## src/hdl/sdtq_pkg.sv

```systemverilog
// sdtq_pkg: shared types and constants for the sorted deadline timer queue
// no dependencies
`default_nettype none
package sdtq_pkg;

    localparam int DL_W = 48;
    localparam int MS_W = 31;

    typedef enum logic [1:0] {
        CMD_ADD   = 2'd0,
        CMD_DEL   = 2'd1,
        CMD_RST   = 2'd2,
        CMD_QUERY = 2'd3
    } t_cmd;

    typedef enum logic [1:0] {
        ST_OK        = 2'd0,
        ST_EMPTY     = 2'd1,
        ST_NOT_FOUND = 2'd2,
        ST_FULL      = 2'd3
    } t_status;

    typedef struct packed {
        logic [1:0]  command;
        logic [47:0] now_us;
        logic [31:0] timeout_ms;
        logic [7:0]  timer_kind;
        logic [15:0] target_id;
    } t_in_item;

    typedef struct packed {
        logic [1:0]  status;
        logic [15:0] new_id;
        logic [30:0] ms_left;
        logic [7:0]  front_kind;
    } t_out_item;

endpackage
`default_nettype wire

```

## src/hdl/sdtq_div1000.sv

```systemverilog
// sdtq_div1000: divide of a 48-bit value by 1000 through a reciprocal multiply, saturated to 31 bits
// no dependencies
`default_nettype none
module sdtq_div1000 (
    input  wire logic        i_clk,
    input  wire logic        i_rst_n,
    input  wire logic        i_start,
    input  wire logic [47:0] i_num,
    output logic             o_done,
    output logic [30:0]      o_ms
);
    // q = floor((x >> 3) * M / 2^45) with M = ceil(2^45 / 125), exact for x below 2^41
    // larger x, and quotients of 2^31 or more, saturate
    localparam logic [19:0] M_HI = 20'h41893;
    localparam logic [19:0] M_LO = 20'h74BC7;

    logic [39:0] r_num;
    logic        r_big;
    logic [79:0] r_acc;
    logic [1:0]  r_step;
    logic        r_busy;
    logic [19:0] w_pa;
    logic [19:0] w_pm;
    logic [39:0] w_pp;
    logic [79:0] w_add;

    // one 20x20 partial product per cycle, four in all
    assign w_pa = r_step[1] ? r_num[39:20] : r_num[19:0];
    assign w_pm = r_step[0] ? M_HI : M_LO;
    assign w_pp = 40'(w_pa) * 40'(w_pm);

    always_comb begin
        case (r_step)
            2'd0:    w_add = {40'd0, w_pp};
            2'd3:    w_add = {w_pp, 40'd0};
            default: w_add = {20'd0, w_pp, 20'd0};
        endcase
    end

    always_ff @(posedge i_clk) begin
        if (!i_rst_n) begin
            r_busy <= 1'b0;
            o_done <= 1'b0;
        end else begin
            o_done <= r_busy && !i_start && (r_step == 2'd3);
            if (i_start) begin
                r_busy <= 1'b1;
                r_step <= 2'd0;
                r_num  <= {2'b00, i_num[40:3]};
                r_big  <= |i_num[47:41];
                r_acc  <= '0;
            end else if (r_busy) begin
                r_acc  <= r_acc + w_add;
                r_step <= r_step + 2'd1;
                if (r_step == 2'd3) r_busy <= 1'b0;
            end
        end
    end

    assign o_ms = (r_big || r_acc[76]) ? {31{1'b1}} : r_acc[75:45];
endmodule
`default_nettype wire

```

## src/hdl/sorted_deadline_timer_queue_unit.sv

```systemverilog
// sorted timer queue: entries in one memory, sorted by deadline, slot 0 is the front
// query uses a four-step reciprocal multiply by 1/1000; empty or full ends without a scan
// one item at a time; the next item is taken once the result sits in the output register
// synchronous active-low reset clears count and sets the id counter to 1; memory needs no clearing
// depends on sdtq_pkg, sdtq_div1000
`default_nettype none
module sorted_deadline_timer_queue_unit #(
    parameter int QUEUE_DEPTH = 16,
    parameter int ID_BITS     = 16
) (
    input  wire logic               i_clk,
    input  wire logic               i_rst_n,
    input  wire logic               i_valid,
    output logic                    o_ready,
    input  wire sdtq_pkg::t_in_item i_item,
    output logic                    o_valid,
    input  wire logic               i_ready,
    output sdtq_pkg::t_out_item     o_item
);
    localparam int AW = (QUEUE_DEPTH > 1) ? $clog2(QUEUE_DEPTH) : 1;
    localparam int CW = $clog2(QUEUE_DEPTH + 1);
    localparam int EW = 48 + ID_BITS + 8;

    typedef enum logic [7:0] {
        S_IDLE  = 8'b00000001,
        S_FIND  = 8'b00000010,
        S_FCHK  = 8'b00000100,
        S_REMV  = 8'b00001000,
        S_INSR  = 8'b00010000,
        S_ICHK  = 8'b00100000,
        S_DIV   = 8'b01000000,
        S_OUT   = 8'b10000000
    } t_state;

    // memory: {deadline, id, kind}
    logic [EW-1:0] r_mem [QUEUE_DEPTH];
    logic [EW-1:0] r_rd;
    logic [AW-1:0] w_raddr;
    logic          w_we;
    logic [AW-1:0] w_waddr;
    logic [EW-1:0] w_wdata;

    always_ff @(posedge i_clk) begin
        if (w_we) r_mem[w_waddr] <= w_wdata;
        r_rd <= r_mem[w_raddr];
    end

    t_state            r_st;
    sdtq_pkg::t_in_item r_in;
    logic [CW-1:0]     r_cnt;
    logic [ID_BITS-1:0] r_nid;
    logic [CW-1:0]     r_pos;     // scan index
    logic              r_rdpend;  // read issued last cycle
    logic [47:0]       r_dl;
    logic [7:0]        r_kind;
    logic              r_ins;     // new entry placed, carried entries being shifted down
    logic [EW-1:0]     r_carry;   // entry being shifted down the queue
    sdtq_pkg::t_out_item r_out;
    sdtq_pkg::t_out_item r_obuf;  // result item on the output
    logic              r_ov;
    logic              r_dstart;
    logic              w_ddone;
    logic [30:0]       w_dms;

    logic [48:0] w_sum;
    logic [47:0] w_dlsat;
    logic [47:0] w_rd_dl;
    logic [ID_BITS-1:0] w_rd_id;
    logic [ID_BITS-1:0] w_take;
    logic [ID_BITS-1:0] w_next;

    assign w_rd_dl = r_rd[EW-1 -: 48];
    assign w_rd_id = r_rd[8 +: ID_BITS];
    assign w_sum   = {1'b0, r_in.now_us} + 49'(r_in.timeout_ms) * 49'd1000;
    assign w_dlsat = w_sum[48] ? {48{1'b1}} : w_sum[47:0];
    assign w_take  = (r_nid == '0) ? ID_BITS'(1) : r_nid;
    assign w_next  = (r_nid == '0) ? ID_BITS'(2) : ID_BITS'(r_nid + ID_BITS'(1));

    sdtq_div1000 u_div (
        .i_clk   (i_clk),
        .i_rst_n (i_rst_n),
        .i_start (r_dstart),
        .i_num   ((w_rd_dl > r_in.now_us) ? 48'(w_rd_dl - r_in.now_us) : 48'd0),
        .o_done  (w_ddone),
        .o_ms    (w_dms)
    );

    assign o_ready = (r_st == S_IDLE);
    assign o_valid = r_ov;
    assign o_item  = r_obuf;

    // read address follows scan position
    always_comb begin
        w_raddr = r_pos[AW-1:0];
        w_we    = 1'b0;
        w_waddr = r_pos[AW-1:0];
        w_wdata = r_carry;
        case (r_st)
            S_REMV: begin
                // write entry pos into pos-1, on data arrival
                if (r_rdpend) begin
                    w_we    = 1'b1;
                    w_waddr = AW'(r_pos - CW'(1));
                    w_wdata = r_rd;
                end
            end
            S_ICHK: begin
                if (r_rdpend) begin
                    w_we = 1'b1;
                    if (r_pos == r_cnt || w_rd_dl > r_dl || r_ins) begin
                        w_wdata = r_ins ? r_carry : {r_dl, w_take, r_kind};
                    end else begin
                        w_wdata = r_rd;
                    end
                    w_waddr = r_pos[AW-1:0];
                end
            end
            default: ;
        endcase
    end

    always_ff @(posedge i_clk) begin
        if (!i_rst_n) begin
            r_st     <= S_IDLE;
            r_cnt    <= '0;
            r_nid    <= ID_BITS'(1);
            r_ov     <= 1'b0;
            r_rdpend <= 1'b0;
            r_dstart <= 1'b0;
        end else begin
            r_dstart <= (r_st == S_FIND) && (r_in.command == sdtq_pkg::CMD_QUERY) &&
                        (r_cnt != '0);
            if (r_st == S_OUT && (!r_ov || i_ready)) r_ov <= 1'b1;
            else if (r_ov && i_ready) r_ov <= 1'b0;
            case (r_st)
                S_IDLE: begin
                    if (i_valid) begin
                        r_in     <= i_item;
                        r_pos    <= '0;
                        r_rdpend <= 1'b0;
                        r_out    <= '0;
                        r_ins    <= 1'b0;
                        r_st     <= S_FIND;
                    end
                end
                S_FIND: begin
                    r_rdpend <= 1'b1;
                    case (sdtq_pkg::t_cmd'(r_in.command))
                        sdtq_pkg::CMD_ADD: begin
                            if (r_cnt == CW'(QUEUE_DEPTH)) begin
                                r_out.status <= sdtq_pkg::ST_FULL;
                                r_st <= S_OUT;
                            end else begin
                                r_dl   <= w_dlsat;
                                r_kind <= r_in.timer_kind;
                                r_st   <= S_INSR;
                            end
                        end
                        sdtq_pkg::CMD_QUERY: begin
                            if (r_cnt == '0) begin
                                r_out.status <= sdtq_pkg::ST_EMPTY;
                                r_st <= S_OUT;
                            end else begin
                                r_st <= S_DIV;
                            end
                        end
                        default: begin
                            if (r_cnt == '0) begin
                                r_out.status <= sdtq_pkg::ST_EMPTY;
                                r_st <= S_OUT;
                            end else begin
                                r_st <= S_FCHK;
                            end
                        end
                    endcase
                end
                S_FCHK: begin
                    // r_rd holds entry r_pos
                    if (r_pos == r_cnt) begin
                        r_out.status <= sdtq_pkg::ST_NOT_FOUND;
                        r_st <= S_OUT;
                    end else if (32'(w_rd_id) == 32'(r_in.target_id)) begin
                        r_kind   <= r_rd[7:0];
                        r_pos    <= r_pos + CW'(1);
                        r_rdpend <= 1'b0;
                        r_st     <= S_REMV;
                    end else begin
                        r_pos <= r_pos + CW'(1);
                        r_st  <= S_FIND;
                    end
                end
                S_REMV: begin
                    if (r_pos >= r_cnt) begin
                        r_cnt <= r_cnt - CW'(1);
                        r_rdpend <= 1'b0;
                        if (r_in.command == sdtq_pkg::CMD_RST) begin
                            r_dl  <= w_dlsat;
                            r_pos <= '0;
                            r_st  <= S_INSR;
                        end else begin
                            r_st <= S_OUT;
                        end
                    end else if (r_rdpend) begin
                        r_rdpend <= 1'b0;
                        r_pos    <= r_pos + CW'(1);
                    end else begin
                        r_rdpend <= 1'b1;
                    end
                end
                S_INSR: begin
                    r_rdpend <= 1'b1;
                    r_st     <= S_ICHK;
                end
                S_ICHK: begin
                    r_rdpend <= 1'b0;
                    if (r_pos == r_cnt) begin
                        // last slot written this cycle
                        if (!r_ins) begin
                            r_out.new_id <= 16'(w_take);
                            r_nid        <= w_next;
                        end
                        r_cnt <= r_cnt + CW'(1);
                        r_st  <= S_OUT;
                    end else begin
                        if (!r_ins && w_rd_dl > r_dl) begin
                            r_ins        <= 1'b1;
                            r_out.new_id <= 16'(w_take);
                            r_nid        <= w_next;
                        end
                        if (r_ins || w_rd_dl > r_dl) r_carry <= r_rd;
                        r_pos <= r_pos + CW'(1);
                        r_st  <= S_INSR;
                    end
                end
                S_DIV: begin
                    if (r_dstart == 1'b0 && w_ddone) begin
                        r_out.ms_left    <= w_dms;
                        r_out.front_kind <= r_rd[7:0];
                        r_st <= S_OUT;
                    end
                end
                S_OUT: begin
                    if (!r_ov || i_ready) begin
                        r_obuf <= r_out;
                        r_st   <= S_IDLE;
                    end
                end
                default: r_st <= S_IDLE;
            endcase
        end
    end
endmodule
`default_nettype wire

```

## config.mk

```make
export PLATFORM = sky130hd
export DESIGN_NAME = sorted_deadline_timer_queue_unit
export DESIGN_NICKNAME = d
export VERILOG_FILES = /design/src/hdl/sdtq_pkg.sv /design/src/hdl/sdtq_div1000.sv /design/src/hdl/sorted_deadline_timer_queue_unit.sv
export SDC_FILE = /design/constraint.sdc
export NUM_CORES = 2
export LEC_CHECK = 0
export BUFFER_PORTS_ARGS = -buffer_cell sky130_fd_sc_hd__buf_2
export CORE_MARGIN = 2
export CORE_UTILIZATION = 31
export DETAILED_ROUTE_END_ITERATION = 10
export GPL_TIMING_DRIVEN = 0
export HOLD_SLACK_MARGIN = 0.03
export PLACE_DENSITY = 0.5
export SLEW_MARGIN = 10
export SYNTH_ARGS = -nofsm -noshare
export SYNTH_HDL_FRONTEND = slang
export SYNTH_SLANG_ARGS = --single-unit
```

## constraint.sdc

```tcl
create_clock -name i_clk -period 16.4 [get_ports i_clk]
set_clock_uncertainty 0.2 [all_clocks]
set_input_delay 1.64 -clock i_clk [delete_from_list [all_inputs] [get_ports i_clk]]
set_output_delay 1.64 -clock i_clk [all_outputs]
set_load 0.05 [all_outputs]
```

### Word-level counts from Yosys, hierarchy flattened

Memory sizes are Yosys's and may differ from the RTL's. A register that Yosys moved wholly into a read port is not among the register bits.
Cells that the tools add are included.

| cells by class | value |
|---|---|
| reductions and logical operators | 52 |
| magnitude comparators | 3 |
| equality and inequality tests | 35 |
| muxes and demuxes | 82 |
| $add $sub $neg | 9 |
| $mul | 2 |
| bitwise gates (word level) | 2 |

Operator list:

| cell | count |
|---|---|
| two-way mux 48 bit | 6 |
| two-way mux 72 bit | 4 |
| one-hot mux 80 bit (2 select lines) | 1 |
| one-hot mux 72 bit (2 select lines) | 1 |
| two-way mux 16 bit | 8 |
| two-way mux 8 bit | 14 |
| > comparator 48 bit | 2 |
| one-hot mux 48 bit (2 select lines) | 1 |
| adder 80 bit | 1 |
| two-way mux 80 bit | 1 |
| one-hot mux 39 bit (2 select lines) | 1 |
| one-hot mux 8 bit (8 select lines) | 1 |
| two-way mux 57 bit | 1 |
| adder 48 x 42 -> 49 bit | 1 |
| subtractor 48 bit | 1 |
| multiplier 20 x 20 -> 40 bit | 1 |
| multiplier 32 x 7 -> 39 bit, second input constant | 1 |
| two-way mux 39 bit | 1 |
| two-way mux 5 bit | 7 |
| one-hot mux 16 bit (2 select lines) | 1 |
| one-hot mux 8 bit (2 select lines) | 2 |
| two-way mux 31 bit | 1 |
| != test 2 bit, second input constant | 13 |
| AND reduction 6 bit | 4 |
| 47 further kinds | 110 |

| storage, ports and cells | value |
|---|---|
| memories kept | 1 |
| RAM bits | 1152 |
| bits of input ports | 110 |
| flip-flop bits (word level) | 509 |
| output and inout port bits | 59 |

Memory list:

| memory | depth | bits a word | rd ports | clocked after Yosys merged registers in | write ports | RTL line | text |
|---|---|---|---|---|---|---|---|
| r_mem | 16 | 72 | 1 | 1 | 1 | sorted_deadline_timer_queue_unit.sv:36 | `logic [EW-1:0] r_mem [QUEUE_DEPTH];` |

### Logic depth before layout (Yosys ltp)

| logic depth | value |
|---|---|
| depth in word-level cells | 6 |
| depth in mapped cells | 43 |
| gate-level depth less buffers | 40 |

### Hierarchy

A second synthesis with hierarchy kept.

| unflattened totals | value |
|---|---|
| cells, all modules | 6523 |
| area total of the unflattened synthesis | 91101.1 um2 |

Modules (own cells, without submodules):

| module | instances | area an instance (um2) | cells an instance |
|---|---|---|---|
| sorted_deadline_timer_queue_unit | 1 | 71935.2 | 4363 |
| sdtq_div1000 | 1 | 19165.9 | 2160 |

### Least setup slack after synthesis

OpenSTA, ideal clock, no wires.

| timing path | value |
|---|---|
| path type | register to register |
| start point | register u_div.r_step[1] |
| end point | register u_div.r_acc[72] (data pin) |
| slack | 5.743 ns |
| period minus slack after synthesis | 10.657 ns |
| required time | 15.940 ns |
| cell stages (with the launch flop) | 40 |
| path buffers | 3 |
| setup time | 0.260 ns |
| arrival time | 10.197 ns |
| cell sequence | edfxtp_1 > buf_1 > clkbuf_1 > mux2i_1 > inv_1 > nand2_1 > fa_1 > fa_1 > inv_1 > fa_1 > inv_1 > fa_1 > inv_1 > fa_1 > fa_1 > ha_1 > a21o_1 > a21o_1 > [4 not listed] > nor2_1 > a21o_1 > a211oi_1 > nor3_1 > a22o_1 > ha_1 > clkbuf_1 > a2111oi_0 > nand2_1 > o21ai_0 > o221ai_1 > a221oi_1 > o21ai_0 > nor2_1 > o21ai_1 > nor2_1 > o21ai_1 > mux2_2 |

| on the way | value |
|---|---|
| cells in the longest elaborated chain, start to end | 5 |
| elaborated cells between the ends (all ways) | 7 |

Ends and longest elaborated chain:

| what | RTL line | text |
|---|---|---|
| from (decl) | sdtq_div1000.sv:20 | `logic [1:0] r_step;` |
| from (signal assigned) | sdtq_div1000.sv:54 | `r_step <= r_step + 2'd1;` |
| two-way mux 20 bit | sdtq_div1000.sv:28 | `assign w_pa = r_step[1] ? r_num[39:20] : r_num[19:0];` |
| multiplier 20 x 20 -> 40 bit | sdtq_div1000.sv:30 | `assign w_pp = 40'(w_pa) * 40'(w_pm);` |
| one-hot mux 80 bit (2 select lines) (*) | sdtq_div1000.sv:33 | `case (r_step)` |
| adder 80 bit (*) | sdtq_div1000.sv:53 | `r_acc <= r_acc + w_add;` |
| two-way mux 80 bit (*) | sdtq_div1000.sv:52 | `end else if (r_busy) begin` |
| to (signal assigned) | sdtq_div1000.sv:53 |  |
| to (decl) | sdtq_div1000.sv:19 | `logic [79:0] r_acc;` |

Mark *: on every way between the ends. The rest lies on a longest branch, timed or not. The select of a mux whose other input is x is not followed.
A chain may end at the register's enable or synchronous reset.

### Final worst setup path

| timing path | value |
|---|---|
| start point | register u_div.r_step[1] |
| end point | register u_div.r_acc[76] (data pin) |

The elaborated chain is that of the path after synthesis.

==> impl_metrics.csv <==
group,metric,value,unit
finish,fin_nets,7731,
floorplan,die-area,295000,µm²
floorplan,rows,197,
power,pwr-share-clk,24.7,%
route,viasPerCell,5.10,
setup_path,cp.required,16.78,ns
synth,yosys.area.top_type,"edfxtp_1",
clock_tree,cts_setup_buffers,0,
clock_tree,clock-root-buffer,"clkbuf_16",
power,peakVddDrop,0.263,mV
route,ant_nets,0,
job,cap_violations,0,
route,dr.pass1.iters,8,
global_routing,antenna_found_initial,2,
finish,fill_cells,27454,
clock_tree,numCtsBuffers,186,
route,drtIter0Drc,4787,
setup_path,critPathMostFrequentCell,"fa_1",
worst_hold_path,hp-class,"reg -> reg",
floorplan,fp.coreArea,289000,µm²
synth,synth_area_per_cell,14.3,µm²
synth,synthFlopType,"edfxtp_1",
sta,finalSetupViolCount,0,
setup_path,r2r-start,"u_div.r_step[1]",
route,wl_per_cell,24.3,µm
sta,worst_slew_pin_slew,1.44,ns
setup_path,reg2reg_to,"u_div.r_acc[76]",
finish,instances_no_fill,10832,
global_routing,grt_usage,17.7,%
power,p_switching,6.53,mW
synth,ys_seq_elements,1730,
sta,finalHoldViolCount,0,
synth,ys_warn_count,0,
sta,slew_viol_final,0,
synth,synthCells,6312,
sta,min_period,13.36,ns
placement,place_hpwl,198,mm
sta,holdWs,0.205,ns
placement,io_buffers,168,
power,pwr-share-comb,43.7,%
power,netSwitchingFraction,37.5,%
global_routing,grt-ovfl-total,0,
worst_hold_path,min_to,"o_item[42]",
synth,netlist.area_leader.share,54.1,%
clock_tree,cts_tree,"done",
synth,async_flop_share,0,%
finish,drive_gt1_share,14.8,%
global_routing,grt_pass1_vias,56353,
setup_path,end_kind,"register",
clock_tree,cts_hold_buf,0,
sta,rsz0062_at_grt,"no",
power,p_int,10.9,mW
clock_tree,htreeDepth,4,
synth,ys_seq_area_share,56.5,%
route,routed_wl,263,mm
setup_path,worstRegToRegCells,37,
floorplan,ios,169,
worst_hold_path,worstHoldPathCells,0,
power,pwr-share-seq,31.6,%
synth,synth_area,90100,µm²
clock_tree,cts.path.max_buffers,4,
setup_path,reg2reg_slack,3.04,ns
setup_path,slowest_delay,0.99,ns
route,num_vias,55247,
setup_path,critPathSlowestCell,"mux2i_1",
synth,synth_cell_type_count,85,
status,outcome,"finished, final reports clean",
sta,fin_crit_sh,81.4,%
global_routing,grt_start_max_net_pins,63,
power,leakage,38.5,nW
clock_tree,clk_latency,0.86,ns
route,drc,0,
floorplan,dieHeight,543,µm
synth,synth.area.top_cells,"edfxtp_1 (54%), mux4_2 (9.0%), fa_1 (7.2%), ha_1 (6.9%), inv_1 (2.4%)",
floorplan,dieWidth,543,µm
setup_path,path_max_fanout,10,
placement,gp_congestion,0.901,
sta,max_slew_margin,3.17,%
sta,setup_tns,0,ns
floorplan,initial_utilization,31.2,%
worst_hold_path,worstHoldStart,"r_out[42]",
sta,max_freq,0.0749,GHz
setup_path,worst_setup_path_start_kind,"register",
placement,place_inst,10493,
clock_tree,cts_sinks,1730,
setup_path,cp.arrival,13.73,ns
finish,syn_to_final_growth,15.8,%
clock_tree,clkTransAtPathRegs,0.07,ns
power,power.density,167,nW/µm²
global_routing,grt_pass1_wl,386,mm
synth,synth_edf_count,1624,
clock_tree,cts_resized,0,
setup_path,criticalPathCategory,"reg -> reg",
registers in the layout, summed over array words and instances (netlist names), 16 cells and up:
| register | cells |
|---|---|
| r_carry | 72 |
| r_in | 106 |
| r_dl | 48 |
| r_mem | 1152 |
| o_item | 57 |
| r_nid | 16 |
| r_rd | 72 |
| u_div.r_acc | 77 |
| r_out | 57 |
| u_div.r_num | 38 |
cell families (layout without fill, tap and decap cells):
| group | count (synthesis) | after routing | synth area share, % |
|---|---|---|---|
| AO/OA/AOI/OAI | 1207 | 1207 | 8.62 |
| XOR/XNOR | 217 | 217 | 2.11 |
| adder cells (fa/ha/maj) | 817 | 817 | 14.0 |
| buffers and inverters | 808 | 1432 | 3.39 |
| flip-flops | 1730 | 1730 | 56.5 |
| multiplexers | 393 | 393 | 9.38 |
| other | 2 | 18 | 0.00834 |
| AND/OR/NAND/NOR | 1138 | 1138 | 5.98 |
cell type report:
| cell class | instances | area (µm²) | area share, % |
|---|---|---|---|
| clock buffers | 244 | 5080 | 4.87 |
| multi-input cells | 3789 | 36400 | 34.9 |
| clock inverters | 91 | 1060 | 1.02 |
| flip-flops and latches | 1730 | 50900 | 48.8 |
| plain buffers | 241 | 952 | 0.912 |
| inverters | 567 | 2130 | 2.04 |
| diodes | 1 | 2.50 | 0.00240 |
| well taps | 3880 | 4850 | 4.65 |
| repair buffers | 289 | 2960 | 2.84 |
worst max-delay path, delay by kind of cell, from the launching register on:
kind                     cells  cell delay (ns)
buffers and inverters        5             1.48
XOR/XNOR                     1             0.18
multiplexers                 1             0.99
AO/OA/AOI/OAI               15             4.67
AND/OR/NAND/NOR              7             1.39
flip-flops                   1             0.55
adder cells (fa/ha/maj)      8             3.62
how the worst max path moves through the flow:
| stage | startpoint | to | slack [ns] | cells after the start |
|---|---|---|---|---|
| 2_1_floorplan | u_div.r_step[1] | u_div.r_acc[72] | 5.74 | 39 |
| 3_3_place_gp | r_st[0] | r_mem[1][55] | 2.59 | 9 |
| 3_5_place_dp | u_div.r_step[1] | u_div.r_acc[76] | 2.98 | 37 |
| 4_1_cts | u_div.r_step[1] | u_div.r_acc[76] | 2.93 | 37 |
| 5_1_grt | u_div.r_step[1] | u_div.r_acc[76] | 1.98 | 37 |
| 6_report | u_div.r_step[1] | u_div.r_acc[76] | 3.04 | 37 |
power groups by stage:
stage | registers (mW) | clock network [mW] | logic (mW)
6_report | 5.51 | 4.30 | 7.60
5_1_grt | 5.51 | 4.55 | 8.48
4_1_cts | 5.51 | 4.39 | 7.64
3_5_place_dp | 5.60 | 0 | 7.55
3_3_place_gp | 5.61 | 0 | 7.53
2_1_floorplan | 5.45 | 0 | 5.61
placed cells by master (no fill, tap or decap), types with 135 or more instances in the layout:
cell type,count
o21ai_0,159
a21oi_1,382
clkbuf_1,231
edfxtp_1,1624
fa_1,323
ha_1,494
xnor2_1,135
clkbuf_16,190
buf_2,184
mux4_2,360
inv_1,566
nor2_1,338
a21o_1,177
nand2_1,318
metrics by stage:
stage / cell area [µm²] / setup WS (ns) / total power, mW / utilization (%)
2_1_floorplan: 90200 / 5.74 / 11.1 / -
3_3_place_gp: 95800 / 2.59 / 13.1 / 33.2
3_5_place_dp: 98200 / 2.98 / 13.2 / 34.0
4_1_cts: 104000 / 2.93 / 17.5 / 36.1
5_1_grt: 104000 / 1.98 / 18.5 / 36.2
6_report: 104000 / 3.04 / 17.4 / 36.2
synthesized netlist by cell type, types with 103 or more instances:
| cell type | count |
|---|---|
| xnor2_1 | 135 |
| dfxtp_1 | 106 |
| edfxtp_1 | 1624 |
| a21oi_1 | 385 |
| nor2_1 | 357 |
| nand2_1 | 318 |
| o21ai_0 | 229 |
| ha_1 | 494 |
| inv_1 | 566 |
| clkbuf_1 | 198 |
| a22o_1 | 103 |
| mux4_2 | 360 |
| fa_1 | 323 |
| a21o_1 | 177 |
metal layers:
metal	share of wire (%)	vias up	GRT usage, %
met3	4.7	351	1.91
met4	2.9	0	5.07
li1	-	24659	-
met1	43	28729	23.5
met5	0	-	0
met2	50	1508	30.4
(Power assumes the default switching activity.)
